==> src/rtl/apw_mulmag.sv <==
module apw_mulmag #(
	parameter int W = 32
) (
	input  logic           clk,
	input  logic           en,
	input  logic [W-1:0]   a,
	input  logic [W-1:0]   b,
	output logic [2*W-1:0] prod,
	output logic           neg
);

	localparam int H = (W + 1) / 2;
	localparam int PW = 4 * H;

	logic [W-1:0] a_mag, b_mag;
	logic [H-1:0] a_lo, a_hi, b_lo, b_hi;
	logic [2*H-1:0] pll_s1, plh_s1, phl_s1, phh_s1;
	logic neg_s1, neg_s2;
	logic [PW-1:0] sum;
	logic [2*W-1:0] prod_s2;

	assign a_mag = a[W-1] ? (~a + W'(1)) : a;
	assign b_mag = b[W-1] ? (~b + W'(1)) : b;
	assign a_lo = a_mag[H-1:0];
	assign b_lo = b_mag[H-1:0];
	assign a_hi = H'(a_mag >> H);
	assign b_hi = H'(b_mag >> H);

	always_ff @(posedge clk) begin
		if (en) begin
			pll_s1 <= a_lo * b_lo;
			plh_s1 <= a_lo * b_hi;
			phl_s1 <= a_hi * b_lo;
			phh_s1 <= a_hi * b_hi;
			neg_s1 <= a[W-1] ^ b[W-1];
		end
	end

	assign sum = PW'(pll_s1) + ((PW'(plh_s1) + PW'(phl_s1)) << H) + (PW'(phh_s1) << (2 * H));

	always_ff @(posedge clk) begin
		if (en) begin
			prod_s2 <= sum[2*W-1:0];
			neg_s2  <= neg_s1;
		end
	end

	assign prod = prod_s2;
	assign neg  = neg_s2;

endmodule

==> src/rtl/apw_qmul.sv <==
module apw_qmul #(
	parameter int W = 32,
	parameter int F = 16
) (
	input  logic         clk,
	input  logic         en,
	input  logic [W-1:0] a,
	input  logic [W-1:0] b,
	output logic [W-1:0] q
);

	localparam int RW = 2 * W + 1;
	localparam logic [RW-1:0] VMAX = (RW'(1) << (W - 1)) - RW'(1);

	logic [2*W-1:0] prod;
	logic neg;
	logic [RW-1:0] rnd, shf, limit, mag_c;
	logic [W-1:0] mag_w, q_s3;

	apw_mulmag #(.W(W)) u_mul (
		.clk  (clk),
		.en   (en),
		.a    (a),
		.b    (b),
		.prod (prod),
		.neg  (neg)
	);

	assign rnd   = {1'b0, prod} + (RW'(1) << (F - 1));
	assign shf   = rnd >> F;
	assign limit = VMAX + RW'(neg);
	assign mag_c = (shf > limit) ? limit : shf;
	assign mag_w = mag_c[W-1:0];

	always_ff @(posedge clk) begin
		if (en) begin
			q_s3 <= neg ? (~mag_w + W'(1)) : mag_w;
		end
	end

	assign q = q_s3;

endmodule

==> config.mk <==
export PLATFORM = sky130hd
export DESIGN_NAME = apw_qmul
export DESIGN_NICKNAME = d
export VERILOG_FILES = /design/src/rtl/apw_mulmag.sv /design/src/rtl/apw_qmul.sv
export SDC_FILE = /design/constraint.sdc
export NUM_CORES = 2
export LEC_CHECK = 0
export BUFFER_PORTS_ARGS = -buffer_cell sky130_fd_sc_hd__buf_4
export CAP_MARGIN = 20
export CORE_UTILIZATION = 40
export CTS_CLUSTER_DIAMETER = 60
export DETAILED_ROUTE_END_ITERATION = 8
export GPL_ROUTABILITY_DRIVEN = 0
export MAX_ROUTING_LAYER = met4
export PLACE_DENSITY = 0.64
export SLEW_MARGIN = 10
export SYNTH_ARGS = -nofsm -noshare
export SYNTH_HDL_FRONTEND = slang
export SYNTH_HIERARCHICAL = 1
export SYNTH_SLANG_ARGS = --single-unit
==> constraint.sdc <==
create_clock -name clk -period 14.5 [get_ports clk]
set_input_delay 2.175 -clock clk [delete_from_list [all_inputs] [get_ports clk]]
set_output_delay 2.175 -clock clk [all_outputs]
set_load 0.05 [all_outputs]
==> results.md <==
- DRC Markers: 0
- Clk root buf: clkbuf_16
- Met3 global-route usage: 7.031%
- Final hold violations: 0
- Row count: 125
- CTS tree: done
- Crit. End Element: register
- Setup_tns: 0 ns
- Synth Warn #: 6
- Fmax achieved: 86.60 MHz
- MaxCap Viol Count: 0
- Place WS: 2.495 ns
- Reg-to-reg setup timing slack: 6.72 ns
- TritonCTS buffer count: 17
- Die width: 344.7 um
- R2R Path End: q[28]
- CTS resizes: 0
- Largest net degree at the start of global routing: 115
- Hold WC Path Type: register to register
- Arrival time at the worst endpoint: 11.76 ns
- CP Launch Type: primary input
- Pre-Repair DR Iteration Count: 6
- Cells after synthesis: 5349
- Postcts setup bufs: 0
- Via Count: 38040
- Chip Height: 344.7 um
- Final min period: 11.55 ns
- Slew @ Worst Pin: 1.228 ns
- I/O Buffers: 97
- NumNets Final: 6750
- Total wire length: 144.9 mm
- Hold EP: u_mul/prod[15]
- Met1 global-route usage: 33.38%
- CTS Hold Bufs: 0
- Synthesized area: 46990 sq um
- Starting Density: 40.38%
- H-tree level count: 4
- IO Pins: 98
- Area growth from synthesis to layout: 8.393%
- FF-to-FF path depth: 24
- Crit Reg-Reg Startpoint: u_mul/prod[15]
- Critical path class: primary input to register
- Core area: 116400 sq um
- First-pass GRT wire length: 225.2 mm
- Worst skew pair latency: 0.51 ns
- Clock tree buffer depth: 2
- Critical Path Fanout Max: 24
- Final Skew: 0.03000 ns
- Final Slew Violations: 0
- Post-DR wirelength/cell: 20.92 um
- HP Start: u_mul/pll_s1[15]
- Vias in the first global route: 38560
- Gr ovfl total: 0
- Post-detail-place hpwl: 115.2 mm
- Fin worst setup slack: 2.953 ns
- DR vias/cell: 5.491
- Number of fill cells in the layout: 11440
- Routed Antenna Nets: 0
- Rel. slew slack: 17.71%
- Footprint of the multi-input gates: 37030 sq um
- RSZ-0062 raised after global routing: no
- WP data required: 14.71 ns
- M2 GR Usage: 38.54%
- Setup violation total in the final timing report: 0
- Clk sinks: 196
- Gr busiest metal: met2
- Initial antenna violation count: 2
- Final period util: 79.64%
- Share of cells above drive strength 1: 6.406%
- GRT Total Usage: 25.75%
- Mapped Nets: 6710
- Status: finished clean
- Register area: 5886 sq um
- Mapped Avg Cell Area: 8.785 sq um
- Die footprint: 118800 sq um
- DRT iter0 DRCs: 3264
- Hold depth: 0
- Clock-pin slew on the worst setup and hold paths: 0.07 ns
==> worst max-delay path: stages <==
cell	delay, ns
buf_4	0.18
clkinv_1	0.77
ha_1	0.64
nand4_1	0.39
o21ai_0	0.37
nand2_1	0.22
xor2_1	0.76
buf_4	0.34
nand2_1	0.10
fa_1	0.53
fa_1	0.54
inv_1	0.05
fa_1	0.49
fa_1	0.53
fa_1	0.50
inv_1	0.06
fa_1	0.53
inv_1	0.04
ha_1	0.34
and2_1	0.18
a221oi_1	0.26
a21bo_2	0.27
o31ai_1	0.44
o31a_1	0.29
o21ai_0	0.12
a2111oi_0	0.51
a311oi_1	0.10
==> registers in the layout (all words and copies together) (netlist names) <==
register and count:
u_mul/pll_s1 17, u_mul/prod 49, u_mul/neg 1, u_mul/phh_s1 32, u_mul/neg_s1 1, q 32, u_mul/plh_s1 32, u_mul/phl_s1 32
==> layer usage <==
metal | wire (um) | vias up
met3 | 17060 | 352
met4 | 6311 | 0
met5 | 0 | -
met1 | 58810 | 18690
met2 | 62720 | 1913
li1 | - | 17090
==> layout make-up <==
class	count	area share, %
clock buffer	17	0.8352
tap	1524	3.744
sequential	196	11.56
clock inverter	14	0.3390
timing repair buffer	228	3.515
antenna	2	0.009826
multi-input combinational	3957	72.71
inverter	989	7.289
==> worst max-delay path by stage <==
stage / startpoint / end / slack [ns] / depth (start not counted)
floorplan: b[0] / u_mul/phh_s1[31] / 3.76 / 35
detailed placement: a[7] / u_mul/phh_s1[31] / 2.49 / 27
finish: a[0] / u_mul/phh_s1[31] / 2.95 / 27
CTS: a[7] / u_mul/phh_s1[31] / 3.03 / 27
global route: a[7] / u_mul/phh_s1[31] / 2.43 / 27
global placement: b[0] / u_mul/phh_s1[31] / 2.72 / 32
==> metrics by stage <==
stage          hold WS, ns  utilization (%)  instance area [sq um]  std cells
2_1_floorplan       0.4003                -                  46990       5349
5_1_grt             0.4345            43.77                  50930       6926
6_report            0.4204            43.77                  50930       6927
4_1_cts             0.4228            43.70                  50850       6920
3_5_place_dp        0.4147            43.18                  50250       6889
3_3_place_gp        0.4083            43.13                  50180       6884
==> layout by cell type (no fill, tap or decap), drive strengths merged, types with 117 or more instances in the layout <==
cell,count
a21oi,178
nand2,705
xor2,136
o21ai,117
xnor2,189
edfxtp,196
buf,226
fa,778
ha,517
inv,992
nor2,591
Power is not shown: default switching activity piles up to over one toggle a cycle in this logic, so the estimate is an artifact.
